## src/tcfc_pkg.sv

```systemverilog
// ----------------------------------------------------------------------------
// tcfc_pkg: shared types and constants for the typed compare filter counter
// Value type and compare codes, order codes, count width.
// ----------------------------------------------------------------------------
package tcfc_pkg;

	localparam int CountW = 23;
	localparam int ValW = 64;

	typedef enum logic [3:0] {
		VT_U8 = 4'd0, VT_S8 = 4'd1, VT_U16 = 4'd2, VT_S16 = 4'd3,
		VT_U32 = 4'd4, VT_S32 = 4'd5, VT_S64 = 4'd6, VT_F32 = 4'd7,
		VT_F64 = 4'd8
	} vtype_t;

	typedef enum logic [1:0] {
		CMP_EQ = 2'd0, CMP_LT = 2'd1, CMP_GT = 2'd2, CMP_NE = 2'd3
	} cmp_t;

	// register indexes
	typedef enum logic [1:0] {
		REG_TYPE = 2'd0, REG_CMP = 2'd1, REG_PREV = 2'd2, REG_TARGET = 2'd3
	} reg_idx_t;

	// ordering result of one typed compare
	typedef struct packed {
		logic lt;
		logic eq;
		logic gt;
		logic un;   // unordered or unused type
	} order_t;

	typedef struct packed {
		logic [3:0] vtype;
		logic [1:0] cmp;
		logic       use_prev;
	} cfg_t;

endpackage

```

## src/typed_compare_filter_counter.sv

```systemverilog
// ----------------------------------------------------------------------------
// typed_compare_filter_counter: typed value search filter with match count
// Compares each element with a target or its previous value, counts matches.
// ----------------------------------------------------------------------------
// Request to result: input reg, then result reg. Throughput: one request
// per cycle when not stalled; compare and count sit between the input
// register and the result register, the counter add sets the loop.
// A full result register accepts a new request while the output is taken.
// Reset: arst_n clears the config registers, the match count and all valid flags.
module typed_compare_filter_counter import tcfc_pkg::*; (
	input  logic                clk,
	input  logic                arst_n,
	input  logic                cfg_we,
	input  logic [1:0]          cfg_index,
	input  logic [63:0]         cfg_data,
	input  logic                s_tvalid,
	output logic                s_tready,
	input  logic [135:0]        s_tdata,   // element_value, previous_value, valid_in
	input  logic                s_tlast,   // last_element
	output logic                m_tvalid,
	input  logic                m_tready,
	output logic [23:0]         m_tdata,   // valid_out, match_total
	output logic                m_tlast    // page_done
);
	cfg_t            cfg_q;
	logic [ValW-1:0] target_q;

	// input stage
	logic            v_s1;
	logic [ValW-1:0] elem_s1, prev_s1;
	logic            cand_s1, last_s1;
	// result stage
	logic              v_s2;
	logic              hit_s2, last_s2;
	logic [CountW-1:0] total_s2;

	logic            adv1, take;
	order_t          ord;
	logic            rel, hit;
	logic [CountW-1:0] total;

	always_ff @(posedge clk or negedge arst_n) begin
		if (!arst_n) begin
			cfg_q <= '0;
			target_q <= '0;
		end else if (cfg_we) begin
			unique case (reg_idx_t'(cfg_index))
				REG_TYPE:   cfg_q.vtype <= cfg_data[3:0];
				REG_CMP:    cfg_q.cmp <= cfg_data[1:0];
				REG_PREV:   cfg_q.use_prev <= cfg_data[0];
				REG_TARGET: target_q <= cfg_data;
				default: ;
			endcase
		end
	end

	// stage 2 moves when empty or its result is taken; stage 1 when stage 2 moves
	assign adv1     = !v_s2 || m_tready;
	assign s_tready = !v_s1 || adv1;
	assign take     = s_tvalid && s_tready;

	always_ff @(posedge clk or negedge arst_n) begin
		if (!arst_n) begin
			v_s1 <= 1'b0;
		end else if (s_tready) begin
			v_s1 <= s_tvalid;
		end
	end

	always_ff @(posedge clk) begin
		if (take) begin
			elem_s1 <= s_tdata[63:0];
			prev_s1 <= s_tdata[127:64];
			cand_s1 <= s_tdata[128];
			last_s1 <= s_tlast;
		end
	end

	tcfc_compare u_cmp (
		.vtype(cfg_q.vtype),
		.a    (elem_s1),
		.b    (cfg_q.use_prev ? prev_s1 : target_q),
		.ord  (ord)
	);

	always_comb begin
		unique case (cmp_t'(cfg_q.cmp))
			CMP_EQ:  rel = ord.eq;
			CMP_LT:  rel = ord.lt;
			CMP_GT:  rel = ord.gt;
			CMP_NE:  rel = !ord.eq && (ord.lt || ord.gt || ord.un) && !(ord.un && 1'b0);
			default: rel = 1'b0;
		endcase
	end

	// an unused type gives un with no order; not-equal must then fail
	assign hit = cand_s1 && rel && !(ord.un && cfg_q.vtype > 4'(VT_F64));

	tcfc_counter u_cnt (
		.clk   (clk),
		.arst_n(arst_n),
		.step  (v_s1 && adv1),
		.hit   (hit),
		.last  (last_s1),
		.total (total)
	);

	always_ff @(posedge clk or negedge arst_n) begin
		if (!arst_n) begin
			v_s2 <= 1'b0;
		end else if (adv1) begin
			v_s2 <= v_s1;
		end
	end

	always_ff @(posedge clk) begin
		if (adv1 && v_s1) begin
			hit_s2 <= hit;
			last_s2 <= last_s1;
			total_s2 <= total;
		end
	end

	assign m_tvalid = v_s2;
	assign m_tdata  = {total_s2, hit_s2};
	assign m_tlast  = last_s2;

	a_stall: assert property (@(posedge clk) disable iff (!arst_n)
		m_tvalid && !m_tready |=> m_tvalid && $stable(m_tdata))
		else $error("result lost under stall");
	a_flow: assert property (@(posedge clk) disable iff (!arst_n)
		v_s1 && !v_s2 |=> v_s2) else $error("stage 1 did not advance");
	a_miss: assert property (@(posedge clk) disable iff (!arst_n)
		v_s1 && !cand_s1 |-> !hit) else $error("hit without candidate");
endmodule

```

## src/tcfc_compare.sv

```systemverilog
// ----------------------------------------------------------------------------
// tcfc_compare: typed ordering of two raw 64-bit values
// Integer orders via sign flip, IEEE orders via sign-magnitude keys.
// ----------------------------------------------------------------------------
module tcfc_compare import tcfc_pkg::*; (
	input  logic [3:0]      vtype,
	input  logic [ValW-1:0] a,
	input  logic [ValW-1:0] b,
	output order_t          ord
);
	logic [ValW-1:0] ka, kb;
	logic            nan, zeros;
	logic [30:0]     a32m, b32m;
	logic [62:0]     a64m, b64m;

	always_comb begin
		a32m = a[30:0];
		b32m = b[30:0];
		a64m = a[62:0];
		b64m = b[62:0];
		nan = 1'b0;
		zeros = 1'b0;
		ka = '0;
		kb = '0;
		unique case (vtype)
			VT_U8: begin ka = {56'd0, a[7:0]}; kb = {56'd0, b[7:0]}; end
			VT_S8: begin
				ka = {56'd0, ~a[7], a[6:0]}; kb = {56'd0, ~b[7], b[6:0]};
			end
			VT_U16: begin ka = {48'd0, a[15:0]}; kb = {48'd0, b[15:0]}; end
			VT_S16: begin
				ka = {48'd0, ~a[15], a[14:0]}; kb = {48'd0, ~b[15], b[14:0]};
			end
			VT_U32: begin ka = {32'd0, a[31:0]}; kb = {32'd0, b[31:0]}; end
			VT_S32: begin
				ka = {32'd0, ~a[31], a[30:0]}; kb = {32'd0, ~b[31], b[30:0]};
			end
			VT_S64: begin ka = {~a[63], a[62:0]}; kb = {~b[63], b[62:0]}; end
			VT_F32: begin
				nan = (a32m > 31'h7F800000) || (b32m > 31'h7F800000);
				zeros = (a32m == '0) && (b32m == '0);
				ka = {32'd0, (a[31] ? ~a[31:0] : {1'b1, a[30:0]})};
				kb = {32'd0, (b[31] ? ~b[31:0] : {1'b1, b[30:0]})};
			end
			VT_F64: begin
				nan = (a64m > 63'h7FF0000000000000) || (b64m > 63'h7FF0000000000000);
				zeros = (a64m == '0) && (b64m == '0);
				ka = a[63] ? ~a : {1'b1, a[62:0]};
				kb = b[63] ? ~b : {1'b1, b[62:0]};
			end
			default: nan = 1'b1;
		endcase
		ord.un = nan;
		ord.eq = !nan && (zeros || ka == kb);
		ord.lt = !nan && !zeros && (ka < kb);
		ord.gt = !nan && !zeros && (ka > kb);
	end
endmodule

```

## src/tcfc_counter.sv

```systemverilog
// ----------------------------------------------------------------------------
// tcfc_counter: per-page match counter
// Adds a hit, reports the total, clears after the last element.
// ----------------------------------------------------------------------------
module tcfc_counter import tcfc_pkg::*; (
	input  logic              clk,
	input  logic              arst_n,
	input  logic              step,
	input  logic              hit,
	input  logic              last,
	output logic [CountW-1:0] total
);
	logic [CountW-1:0] count_q;

	assign total = count_q + CountW'(hit);

	always_ff @(posedge clk or negedge arst_n) begin
		if (!arst_n) begin
			count_q <= '0;
		end else if (step) begin
			count_q <= last ? '0 : total;
		end
	end

	a_clear: assert property (@(posedge clk) disable iff (!arst_n)
		step && last |=> count_q == '0) else $error("count not cleared");
	a_hold: assert property (@(posedge clk) disable iff (!arst_n)
		!step |=> $stable(count_q)) else $error("count moved without step");
	a_inc: assert property (@(posedge clk) disable iff (!arst_n)
		step && !last && !hit |=> $stable(count_q)) else $error("count grew on miss");
endmodule

```

## config.mk

```make
export PLATFORM = sky130hd
export DESIGN_NAME = typed_compare_filter_counter
export DESIGN_NICKNAME = d
export VERILOG_FILES = /design/src/tcfc_pkg.sv /design/src/typed_compare_filter_counter.sv /design/src/tcfc_compare.sv /design/src/tcfc_counter.sv
export SDC_FILE = /design/constraint.sdc
export NUM_CORES = 1
export LEC_CHECK = 0
export ABC_AREA = 1
export BUFFER_PORTS_ARGS = -buffer_cell sky130_fd_sc_hd__clkbuf_2
export CAP_MARGIN = 5
export CORE_MARGIN = 2
export CORE_UTILIZATION = 52
export CTS_CLUSTER_DIAMETER = 200
export DETAILED_ROUTE_END_ITERATION = 7
export GPL_TIMING_DRIVEN = 0
export MAX_ROUTING_LAYER = met4
export PLACE_DENSITY = 0.77
export REMOVE_ABC_BUFFERS = 1
export SYNTH_ARGS = -nofsm -noshare
export SYNTH_HDL_FRONTEND = slang
export SYNTH_SLANG_ARGS = --single-unit
```

## constraint.sdc

```tcl
create_clock -name clk -period 5.05 [get_ports clk]
set_input_delay 0.2525 -clock clk [delete_from_list [all_inputs] [get_ports clk]]
set_output_delay 0.2525 -clock clk [all_outputs]
set_load 0.01 [all_outputs]
```

== Yosys cells after proc, flatten, opt, wreduce, memory -nomap -nowiden ==
Cells that the tools add are included.

* $add $sub $neg: 1
* Magnitude comparators: 7
* Eq/ne operators: 15
* Muxes and demuxes: 11
* Bitwise operators: 12
* Reductions and logical operators: 37

{| class="wikitable"
|+ Operators with widths
! operator !! number
|-
| $pmux 64 s9 || 2
|-
| $mux 64 || 3
|-
| $not 64->64 || 2
|-
| $gt 63x63->1 const B || 2
|-
| $logic_not 63->1 || 2
|-
| $eq 64x64->1 || 1
|-
| $gt 64x64->1 || 1
|-
| $lt 64x64->1 || 1
|-
| $mux 32 || 2
|-
| $not 32->32 || 2
|-
| $gt 31x31->1 const B || 2
|-
| $logic_not 31->1 || 2
|-
| $add 23x1->23 || 1
|-
| $mux 23 || 1
|-
| $eq 4x3->1 const B || 4
|-
| $logic_and 1x1->1 || 12
|-
| $eq 2x2->1 const B || 4
|-
| $eq 4x2->1 const B || 2
|-
| $not 1->1 || 8
|-
| $reduce_and 2->1 || 4
|-
| $logic_or 1x1->1 || 7
|-
| $reduce_or 7->1 || 1
|-
| $logic_not 1->1 || 6
|-
| $eq 2x1->1 const B || 2
|-
| 8 further kinds || 9
|}

* Register bits: 251
* Input bits: 208
* Output and inout bits: 27
* Word-level logic and storage cells: 97

== Longest topological paths before layout ==
Gate-level depths: netlist of run 1.

* Word-level depth: 15
* Depth in mapped cells: 42
* Mapped depth without buffers: 41

== By module ==
From an unflattened synthesis of run 1, not the netlist that was laid out.

* Cells, all modules: 1645
* Area total of the unflattened synthesis: 14273.7 sq um

{| class="wikitable"
|+ By module, submodules not included
! module !! times used !! cells each !! area each (sq um) !! sequential area each (sq um)
|-
| typed_compare_filter_counter || 1 || 620 || 8295.5 || 6481.2
|-
| tcfc_compare || 1 || 801 || 4414.2 || 0.0
|-
| tcfc_counter || 1 || 224 || 1564.0 || 575.6
|}

== Worst setup path after synthesis of run 1 ==
No wires, ideal clock.

* Kind: reg2reg
* Start: register, netlist name cfg_q[3]
* End: register total_s2[22], data pin
* Library setup time: 0.267 ns
* Arrival: 4.495 ns
* Path slack: 0.288 ns
* Cell stages (with the launch flop): 39
* Buffers on the path: 2
* Path through: dfrtp_1 -> nor2_1 -> inv_2 -> nor3_4 -> nor2_1 -> inv_1 -> buf_4 -> clkbuf_1 -> o21ai_0 -> a21oi_1 -> inv_1 -> ha_1 -> nand2_1 -> nor2_1 -> nand2_1 -> nor2_1 -> nand2_1 -> nor2_1 -> [... 3 more ...] -> nor2_1 -> nand3_1 -> nand2_1 -> nor2_1 -> nor2_1 -> ha_1 -> ha_1 -> nand2_1 -> nor2_2 -> nand3_2 -> nor2_1 -> nand2_1 -> nor2_2 -> nand3_1 -> nor2_1 -> inv_1 -> nor3_2 -> xor2_1

* Longest elaborated chain between the ends: 13
* Elaborated cells between the ends (all ways): 35
* Those cells by class: 1 x add/sub; 3 x order compare; 9 x eq/ne; 5 x mux; 17 x reduce/logical

{| class="wikitable"
|+ RTL lines
! item !! line !! text
|-
| branches (longest 11 deep; another with $lt 64x64->1) || -- ||
|-
| $logic_and 1x1->1 * || typed_compare_filter_counter.sv:97 || <nowiki>assign hit = cand_s1 && rel && !(ord.un && cfg_q.vtype > 4'(VT_F64));</nowiki>
|-
| via hit || typed_compare_filter_counter.sv:39 || <nowiki>logic rel, hit;</nowiki>
|-
| $add 23x1->23 * || tcfc_counter.sv:15 || <nowiki>assign total = count_q + CountW'(hit);</nowiki>
|-
| via total[22] || typed_compare_filter_counter.sv:40 || <nowiki>logic [CountW-1:0] total;</nowiki>
|-
| end signal, assigned || typed_compare_filter_counter.sv:120 || <nowiki>total_s2 <= total;</nowiki>
|-
| end, declared || typed_compare_filter_counter.sv:35 || <nowiki>logic [CountW-1:0] total_s2;</nowiki>
|}

Mark *: on every way through the listed nets, which the timed path passes.
A chain may end at the register's enable or synchronous reset.

== Worst setup path after layout of run 1 ==
* Start: register cfg_q[0] (netlist name)
* End: register u_cnt.count_q[22]

* Longest elaborated chain between the ends: 15
* Elaborated cells between the ends (all ways): 41
* Those cells by class: 1 x add/sub; 4 x order compare; 1 x eq/ne; 8 x mux; 6 x bitwise; 21 x reduce/logical

{| class="wikitable"
|+ RTL lines
! item !! line !! text
|-
| start, declared || typed_compare_filter_counter.sv:25 || <nowiki>cfg_t cfg_q;</nowiki>
|-
| $mux 64 * || typed_compare_filter_counter.sv:82 || <nowiki>.b (cfg_q.use_prev ? prev_s1 : target_q),</nowiki>
|-
| $gt 63x63->1 (tied with other cells) || tcfc_compare.sv:46 || <nowiki>nan = (a64m > 63'h7FF0000000000000) || (b64m > 63'h7FF0000000000000);</nowiki>
|-
| $logic_or 1x1->1 (tied with other cells) || tcfc_compare.sv:46 ||
|-
| $pmux 1 s3 / $pmux 1 s2 (equally long branches) || tcfc_compare.sv:25 || <nowiki>unique case (vtype)</nowiki>
|-
| $logic_not 1->1, on equally long branches || tcfc_compare.sv:54, tcfc_compare.sv:55, tcfc_compare.sv:56 ||
|-
| $logic_and 1x1->1 || tcfc_compare.sv:55, tcfc_compare.sv:56 ||
|-
| $logic_and 1x1->1, on equally long branches || tcfc_compare.sv:55, tcfc_compare.sv:56 ||
|-
| $logic_or 1x1->1 (2 in a row) || typed_compare_filter_counter.sv:91 || <nowiki>CMP_NE: rel = !ord.eq && (ord.lt || ord.gt || ord.un) && !(ord.un && 1'b0);</nowiki>
|-
| $logic_and 1x1->1 || typed_compare_filter_counter.sv:91 ||
|-
| $pmux 1 s4 || typed_compare_filter_counter.sv:87 || <nowiki>unique case (cmp_t'(cfg_q.cmp))</nowiki>
|-
| $logic_and 1x1->1 || typed_compare_filter_counter.sv:97 ||
|-
| $logic_and 1x1->1 * || typed_compare_filter_counter.sv:97 ||
|-
| via hit || typed_compare_filter_counter.sv:39 ||
|-
| $add 23x1->23 * || tcfc_counter.sv:15 ||
|-
| via total[22] || typed_compare_filter_counter.sv:40 ||
|-
| $mux 23 * || tcfc_counter.sv:21 || <nowiki>count_q <= last ? '0 : total;</nowiki>
|-
| end signal, assigned || tcfc_counter.sv:21 ||
|-
| end, declared || tcfc_counter.sv:13 || <nowiki>logic [CountW-1:0] count_q;</nowiki>
|}

Mark *: on every way through the listed nets, which the timed path passes. The rest lies on a longest branch.

==> results of run 1 <==
worst max-delay path: cells and delay by family (launching register included):
kind	cells	cell delay, ns
AND/OR/NAND/NOR	28	2.99
buffers and inverters	6	0.56
AO/OA/AOI/OAI	3	0.39
adder cells (fa/ha/maj)	3	0.66
flip-flops	1	0.45
XOR/XNOR	1	0.21
worst max path at each step:
stage,depth (start not counted),to,slack [ns],startpoint
final,41,u_cnt.count_q[22],-0.31,cfg_q[0]
after global routing,41,u_cnt.count_q[22],-0.62,cfg_q[0]
after CTS,35,u_cnt.count_q[18],-0.14,cfg_q[4]
after detailed placement,31,u_cnt.count_q[18],-2.41,cfg_q[0]
after global placement,31,u_cnt.count_q[18],-6.48,cfg_q[0]
after floorplan,33,u_cnt.count_q[22],-2.58,cfg_q[0]
cell type report:
cell class	count	area (µm²)	area share, %
clock buffer	36	772	3.74
clock inverter	16	234	1.13
multi-input combinational	1225	6980	33.8
sequential	251	7060	34.2
timing repair inverter	6	46.3	0.224
inverter	242	962	4.66
antenna	3	7.51	0.0363
tap	378	473	2.29
timing repair buffer	514	4130	20.0
state kept, by name (all words and copies together) (netlist names):
| name | count |
|---|---|
| total_s2 | 23 |
| last_s1 | 1 |
| elem_s1 | 64 |
| cand_s1 | 1 |
| hit_s2 | 1 |
| m_tlast | 1 |
| prev_s1 | 64 |
| v_s1 | 1 |
| cfg_q | 7 |
| u_cnt.count_q | 23 |
| target_q | 64 |
| m_tvalid | 1 |
metrics by stage:
| stage | util (%) | area (µm²) | setup WS (ns) | power (mW) |
|---|---|---|---|---|
| after floorplan | - | 14200 | -2.58 | 3.80 |
| after global placement | 57.2 | 15800 | -6.48 | 4.31 |
| after detailed placement | 57.8 | 16000 | -2.41 | 4.37 |
| after CTS | 72.9 | 20100 | -0.138 | 7.10 |
| after global routing | 74.8 | 20700 | -0.616 | 7.68 |
| final | 74.8 | 20700 | -0.306 | 7.32 |
repair_timing:
item	in CTS	in global routing
resized for setup	142	87
endpoints found under the setup margin	47	32
hold buffers	195	0
hold endpoints to repair	292	0
pin swaps	65	57
buffers inserted	60	21
cloned	13	2
Yosys cell counts (4+ instances only):
| master | count | area share, % |
|---|---|---|
| clkbuf_1 | 37 | 0.96 |
| xor2_1 | 19 | 1.1 |
| mux2_2 | 24 | 1.9 |
| nor2_1 | 190 | 4.9 |
| inv_2 | 7 | 0.18 |
| dfrtp_1 | 96 | 17 |
| nand4_1 | 20 | 0.86 |
| nor3_1 | 17 | 0.59 |
| a22o_1 | 6 | 0.36 |
| o21ai_0 | 159 | 5.5 |
| nand2_1 | 457 | 12 |
| o21ai_1 | 8 | 0.28 |
| buf_4 | 7 | 0.36 |
| a21oi_1 | 159 | 5.5 |
| o211ai_1 | 21 | 1.1 |
| a31oi_1 | 4 | 0.17 |
| edfxtp_1 | 155 | 32 |
| buf_2 | 14 | 0.48 |
| ha_1 | 68 | 5.9 |
| nand3_1 | 39 | 1.3 |
| inv_1 | 235 | 6.1 |
power groups by stage:
stage	Sequential, mW	Combinational [mW]	Clock, mW
2_1_floorplan	2.58	1.22	0
3_3_place_gp	2.61	1.69	0
3_5_place_dp	2.58	1.79	0
4_1_cts	2.53	2.34	2.23
5_1_grt	2.56	2.80	2.32
6_report	2.55	2.54	2.23
metal layers:
layer	track usage (%)	routed length, µm
met1	42.1	19300
met2	55.3	23800
met3	4.77	4260
met4	15.4	2480
met5	-	0
logic make-up (layout without fill, tap and decap cells):
kind of cell | after synthesis | after routing | synth area share (%)
xor gates and xnor gates | 19 | 19 | 1.15
adders and majority gates | 68 | 68 | 5.87
AOI/OAI and AO/OA | 369 | 372 | 13.5
and+or+nand+nor | 741 | 742 | 20.6
DFF | 251 | 251 | 48.6
muxes | 24 | 24 | 1.86
other | 0 | 3 | 0
buffers and inverters | 306 | 814 | 8.38
==> impl_results.md, run 1 <==
* Status: finished with violations
* Violated checks: setup timing
* Mapped Cells at 1778
* Io pins at 235
* R2r setup slk at -0.31 ns
* Sequential power share at 34.8%
* Final ANT Viol Nets at 0
* Sequential area share after synthesis at 48.7%
* Setup crit start kind: register
* Worst Reg2Reg Path Length in Cells at 41
* Vias in the first global route at 14638
* Initial Utilization at 52.5%
* Start of the worst register-to-register path: cfg_q[0]
* RSZ-0062 raised after global routing: true
* Max-Cap Viols at 0
* Setup TNS at -3.59 ns
* P&R area growth vs syn at 42.5%
* Leakage power at 9.63 nW
* Maximum clock rate at 187 MHz
* Final hold slack at 0.0212 ns
* P_int at 4.77 mW
* Core area at 27600 µm²
* Placer Congestion at 0.868
* Sw frac at 34.8%
* Initial antenna violation count at 1
* Commonest non-fill, non-tap cell in the layout: nand2_1
* TritonCTS clock tree: done
* Hold Fails Final Rpt at 0
* Clk buf depth at 3
* Critical path class: reg -> reg
* Crit path DAT at 5.86 ns
* Netlist cell types at 42
* Slowest-stage cell, CP: dfrtp_4
* Hold Path Class: in -> reg
* Die height at 171 µm
* Largest net degree at the start of global routing at 97
* VDD IR max at 0.000291 V
* R2r endpoint: u_cnt.count_q[22]
* Switch Pwr at 2.55 mW
* FFs w/ async S/R, synth at 38.2%
* Die area at 29200 µm²
* # DRC at 0
* First-pass GRT wire length at 75100 µm
* Slowest cell delay on critical path at 0.45 ns
* Vias at 14719
* Drt first pass iters at 5
* Most frequent cells in the layout: nand2_1, clkbuf_2, inv_1
* DP HPWL at 27000 µm
* Hold-critical path depth at 3
* Synthesized flop and latch total at 251
* Critical Path RT at 5.55 ns
* Final wirelength at 49900 µm
* # H-tree levels at 1
* Clock buffer count from CTS at 28
* Rows at 61
* Vias per cell at 5.51
* Cell mode on critical path: nor2_4
* Placed insts at 2325
* Tightest Pin Transition at 1.05 ns
* Grt ovf at 0
* PortBufs at 227
* Pwr dens at 354 nW/µm²
* Max-slew headroom at 29.8%
* Clk Latency, worst-skew pair at 0.58 ns
* GRT Util Overall at 33.9%
* Hold path startpoint: cfg_we
* Period utilisation layout at 106%
* CP max FO at 5
* Synthesized area per cell at 8.16 µm²
* Layout cell share with drive strength beyond 1 at 24.0%
* Post-Syn Area at 14500 µm²
* Slew Viols, Final at 0
* Hold Path Sink: cfg_q[0]
* Clock power share at 30.5%
* Synthesis warning total at 0
* CP endpoint kind: register
* Non-Filler Instances at 2671
* # fillers at 1878
* CTS clk-pin slew, worst paths at 0.06 ns
* DRT iter0 DRCs at 1323
* Die width at 171 µm
* Top_reg_cell synth: edfxtp_1
* Setup Skew at 0.0413 ns
* Nets at 2544
* Setup Viol. Count Final at 25
* WL/cell at 18.7 µm
* Comb pwr share at 34.7%
* Clock Sinks at 251
* Root Driver: clkbuf_16
* Min Tclk post-route at 5.36 ns
* Final WS setup at -0.306 ns
* Number of synthesized flops with an enable pin at 155
Note: power is estimated with default switching activity, not from simulation.
==> run 2, diff against run 1 <==
- CORE_UTILIZATION: 52 -> 45
- PLACE_DENSITY: 0.77 -> 0.66
- SLEW_MARGIN: unset -> 20
- clock period: 5.05 -> 5.5 ns (I/O delays scaled with it)
==> impl_results.md, run 2 (synthesis gave the netlist of run 1 again) <==
* DRT iter0 DRCs at 1070 (-19%)
* Hold Fails Final Rpt at 0 (unchanged)
* Initial Utilization at 45.8% (-6.7 points)
* Hold Path Class: in -> reg
* Grt ovf at 0 (unchanged)
* VDD IR max at 0.000297 V (+2.0%)
* Slowest cell delay on critical path at 0.59 ns (+0.14 ns)
* GRT Util Overall at 27.2% (-6.7 points)
* Area taken by multi-input logic gates at 6870 µm² (-1.6%)
* Die width at 184 µm (+7.3%)
* Cell mode on critical path: nor2_4
* Crit path DAT at 5.64 ns (-0.22 ns)
* Final hold slack at 0.0465 ns (+0.0253 ns)
* Clk buf depth at 3 (unchanged)
* # H-tree levels at 1 (unchanged)
* Register area at 7060 µm² (about the same)
* Min Tclk post-route at 5.30 ns (-0.0530 ns)
* Clock buffer count from CTS at 28 (unchanged)
* Tot Pwr at 6.49 mW (-11%)
* Core area at 31600 µm² (+15%)
* Layout cell share with drive strength beyond 1 at 22.6% (-1.4 points)
* Die area at 33700 µm² (+15%)
* Critical path's top delay family: simple AND/OR/NAND/NOR gates
* Final design utilization at 64.2% (-11 points)
* Biggest regs: elem_s1 x64, prev_s1 x64, target_q x64
* Setup Skew at 0.0374 ns (-0.00388 ns)
* Vias per cell at 5.25 (-4.7%)
* Largest net degree at the start of global routing at 75 (-23%)
* Setup crit start kind: register
* Final ANT Viol Nets at 0 (unchanged)
* WL/cell at 17.3 µm (-7.1%)
* Critical Path RT at 5.84 ns (+0.29 ns)
* Initial antenna violation count at 2 (+1)
* Tightest Pin Transition at 0.711 ns (-0.341 ns)
* Clock Sinks at 251 (unchanged)
* Status: finished, final reports clean
* Period utilisation layout at 96.4% (-9.6 points)
* Clk Latency, worst-skew pair at 0.58 ns (about the same)
* Nets at 2523 (-0.83%)
* # fillers at 2548 (+36%)
* # DRC at 0 (unchanged)
* Final WS setup at 0.197 ns (+0.503 ns)
* Slew Viols, Final at 0 (unchanged)
* Pre-CTS WS at -1.74 ns (+0.669 ns)
* Non-Filler Instances at 2673 (+0.075%)
* Setup TNS at 0 ns (+3.59 ns)
* Slowest-stage cell, CP: dfrtp_4
* Placer Congestion at 0.879 (+1.2%)
* CTS clk-pin slew, worst paths at 0.06 ns (about the same)
* R2r setup slk at 0.20 ns (+0.50 ns)
* Commonest non-fill, non-tap cell in the layout: nand2_1
* Pwr dens at 319 nW/µm² (-9.8%)
* Placed insts at 2352 (+1.2%)
* Fin area at 20300 µm² (-1.7%)
* Vias in the first global route at 13642 (-6.8%)
* TritonCTS clock tree: done
* Max-Cap Viols at 0 (unchanged)
* Leakage power at 9.40 nW (-2.3%)
* Drt first pass iters at 5 (unchanged)
* Maximum clock rate at 189 MHz (+1.0%)
* Placed cell areas at 16100 µm² (+0.58%)
* Final wirelength at 46400 µm (-7.0%)
* Die height at 184 µm (+7.3%)
* Io pins at 235 (unchanged)
* DP HPWL at 27800 µm (+2.8%)
* CP max FO at 8 (+3)
* Most frequent cells in the layout: nand2_1, clkbuf_2, inv_1
* First-pass GRT wire length at 70000 µm (-6.8%)
* Max-slew headroom at 52.6% (+23 points)
* Vias at 14045 (-4.6%)
* P&R area growth vs syn at 40.1%
* Rows at 65 (+6.6%)
* Critical path class: reg -> reg
* Setup Viol. Count Final at 0 (-100%)
* CP Buf/Inv Count at 5 (-1)
* PortBufs at 227 (unchanged)
* Root Driver: clkbuf_16
* CP endpoint kind: register
[run 2: cell count changes in the layout (fill, tap and decap cells not counted), moves of 7 or more]
cell,change
o21ai_0,+19
o21ai_1,-14
buf_4,-13
nor2_1,+8
xor2_1,+7
[run 2: power by group]
part	internal, mW	switching (mW)
registers	2.22	0.116
logic	0.881	1.34
clock network	1.14	0.785
[run 2: final cells by class]
| class | count | area share [%] |
|---|---|---|
| Clock inverter | 9 | 0.604 |
| Sequential cell | 251 | 34.8 |
| Clock buffer | 43 | 4.12 |
| Timing Repair inverter | 5 | 0.191 |
| Inverter | 242 | 4.66 |
| Tap cell | 402 | 2.48 |
| Multi-Input combinational cell | 1224 | 33.8 |
| Timing Repair Buffer | 495 | 19.3 |
| Antenna cell | 2 | 0.0246 |
[run 2: worst paths after layout]
check                            startpoint            to  cells after the start
worst max-delay path               cfg_q[0]  total_s2[20]                     35
worst min-delay path            cfg_data[1]      cfg_q[2]                      3
worst max register to register     cfg_q[0]  total_s2[20]                     35
worst min register to register      last_s1       m_tlast                      0
max in group asynchronous            arst_n  target_q[11]                      3
min in group asynchronous            arst_n  target_q[41]                      2
[run 2: what timing repair did]
item                                    CTS  global route
gates resized for setup                  55           105
hold endpoints to repair                281             0
hold buffers                            194             0
buffers inserted                         33            27
endpoints found under the setup margin   46            25
gates cloned                              8             5
pin swaps                                15            47
[run 2: worst min-delay path, cell delays in order]
cell and delay, ns:
clkbuf_2 0.07, inv_1 0.08, o21ai_0 0.16
[run 2: metal layers]
metal  share of wire (%)  up-vias  GRT usage, %  wire length [µm]
met1                  42     6613          34.7             19600
met5                   0        -             -                 0
met3                 6.2      113          3.49              2860
li1                    -     6800             -                 -
met2                  48      519          44.6             22100
met4                 4.0        0          9.54              1840
==> run 3, diff against run 2 <==
- PLACE_DENSITY: 0.66 -> 0.68
- clock period: 5.5 -> 4.5 ns (I/O delays scaled with it)
==> impl_results.md, run 3 (synthesis gave the netlist of run 1 again) <==
* # DRC at 0 (unchanged)
* Hold Fails Final Rpt at 0 (unchanged)
* # H-tree levels at 1 (unchanged)
* Slowest-stage cell, CP: dfrtp_4
* Nets at 2543 (+0.79%)
* Max-Cap Viols at 0 (unchanged)
* Vias per cell at 5.34 (+1.7%)
* DRT iter0 DRCs at 1116 (+4.3%)
* Tightest Pin Transition at 0.729 ns (+0.0182 ns)
* Largest net degree at the start of global routing at 73 (-2.7%)
* Pwr dens at 390 nW/µm² (+22%)
* Setup Viol. Count Final at 36 (+36)
* Pre-CTS WS at -2.72 ns (-0.977 ns)
* Final wirelength at 48600 µm (+4.8%)
* # fillers at 2476 (-2.8%)
* Tot Pwr at 8.09 mW (+25%)
* Violated checks: setup timing
* GRT Util Overall at 29.1% (+1.9 points)
* Drt first pass iters at 8 (+3)
* Final hold slack at 0.0607 ns (+0.0142 ns)
* Die width at 184 µm (unchanged)
* First-pass GRT wire length at 74300 µm (+6.1%)
* Clock Sinks at 251 (unchanged)
* Max-slew headroom at 51.3% (-1.2 points)
* Clock buffer count from CTS at 28 (unchanged)
* CTS clk-pin slew, worst paths at 0.06 ns (about the same)
* PortBufs at 227 (unchanged)
* Placed cell areas at 16100 µm² (about the same)
* Status: finished with violations
* Final WS setup at -0.821 ns (-1.02 ns)
* Die height at 184 µm (unchanged)
* Leakage power at 9.58 nW (+1.9%)
* Placer Congestion at 0.923 (+5.1%)
* Crit path DAT at 5.84 ns (+0.20 ns)
* Critical path class: reg -> reg
* Fin area at 20700 µm² (+2.1%)
* Vias at 14402 (+2.5%)
* Final design utilization at 65.5% (+1.3 points)
* Register area at 7060 µm² (about the same)
* Initial Utilization at 45.8% (unchanged)
* RSZ-0062 raised after global routing: true
* Io pins at 235 (unchanged)
* Area taken by multi-input logic gates at 7020 µm² (+2.1%)
* CP max FO at 8 (unchanged)
* Biggest regs: elem_s1 x64, prev_s1 x64, target_q x64
* Maximum clock rate at 188 MHz (-0.35%)
* Hold Path Class: in -> reg
* Placed insts at 2351 (-0.043%)
* Final ANT Viol Nets at 0 (unchanged)
* Layout cell share with drive strength beyond 1 at 23.9% (+1.4 points)
* Critical Path RT at 5.02 ns (-0.82 ns)
* WL/cell at 18.0 µm (+3.9%)
* CP Buf/Inv Count at 7 (+2)
* Min Tclk post-route at 5.32 ns (+0.0185 ns)
* Vias in the first global route at 14072 (+3.2%)
* Critical path's top delay family: simple AND/OR/NAND/NOR gates
* CP endpoint kind: register
* Slew Viols, Final at 0 (unchanged)
* Slowest cell delay on critical path at 0.59 ns (about the same)
* Period utilisation layout at 118% (+22 points)
* VDD IR max at 0.000413 V (+39%)
* DP HPWL at 28000 µm (+0.72%)
* Commonest non-fill, non-tap cell in the layout: nand2_1
* Rows at 65 (unchanged)
* Most frequent cells in the layout: nand2_1, clkbuf_2, inv_1
* R2r setup slk at -0.82 ns (-1.02 ns)
* Core area at 31600 µm² (unchanged)
* Cell mode on critical path: nor2_4
* Die area at 33700 µm² (unchanged)
* TritonCTS clock tree: done
* Clk buf depth at 3 (unchanged)
* Root Driver: clkbuf_16
* Grt ovf at 0 (unchanged)
* Non-Filler Instances at 2696 (+0.86%)
* Clk Latency, worst-skew pair at 0.58 ns (about the same)
* Setup Skew at 0.0362 ns (-0.00125 ns)
* Setup crit start kind: register
* Initial antenna violation count at 4 (+2)
* Setup TNS at -17.94 ns (-17.94 ns)
* P&R area growth vs syn at 42.9%
==> run 3: what timing repair did <==
item	in CTS	in global routing
endpoints found under the hold margin	297	0
hold buffers	199	0
buffers inserted	58	15
pin swaps	59	53
setup endpoints to repair	47	43
gates resized for setup	129	97
cloned	16	1
==> run 3: layout make-up <==
cell class	instances	area share, %
well taps	402	2.43
multi-input cells	1226	33.8
flip-flops and latches	251	34.1
clock buffers	41	3.86
clock inverters	11	0.863
diodes	5	0.0603
inverters	242	4.58
repair buffers	511	20.1
repair inverters	7	0.253
==> run 3: path summary, 6_finish.rpt <==
check,start,endpoint,depth (start not counted)
max in group asynchronous,arst_n,target_q[11],3
min,cfg_index[0],cfg_q[0],4
max reg2reg,cfg_q[0],u_cnt.count_q[22],37
min in group asynchronous,arst_n,target_q[40],2
min reg2reg,target_q[1],target_q[1],2
max,cfg_q[0],u_cnt.count_q[22],37
==> run 3: where the power goes <==
part,leakage [nW],internal [mW],switching [mW],total (mW)
sequential,2.66,2.72,0.142,2.86
clock,0.480,1.46,0.970,2.43
combinational,6.44,1.10,1.70,2.80
==> run 3: worst reg2reg max path, delay by kind of cell (launching register included) <==
kind / cells / cell delay [ns]
and+or+nand+nor: 24 / 2.57
buffers and inverters: 7 / 0.85
adders and majority gates: 3 / 0.66
DFF: 1 / 0.59
AOI/OAI and AO/OA: 2 / 0.37
xor gates and xnor gates: 1 / 0.22
==> run 3: layer usage <==
layer  vias up  share of wire [%]  global-route usage [%]
met4         0                4.1                    10.7
met5         -                  0                       -
li1       6852                  -                       -
met2       670                 47                    46.6
met1      6728                 42                    38.0
met3       152                7.8                    3.84
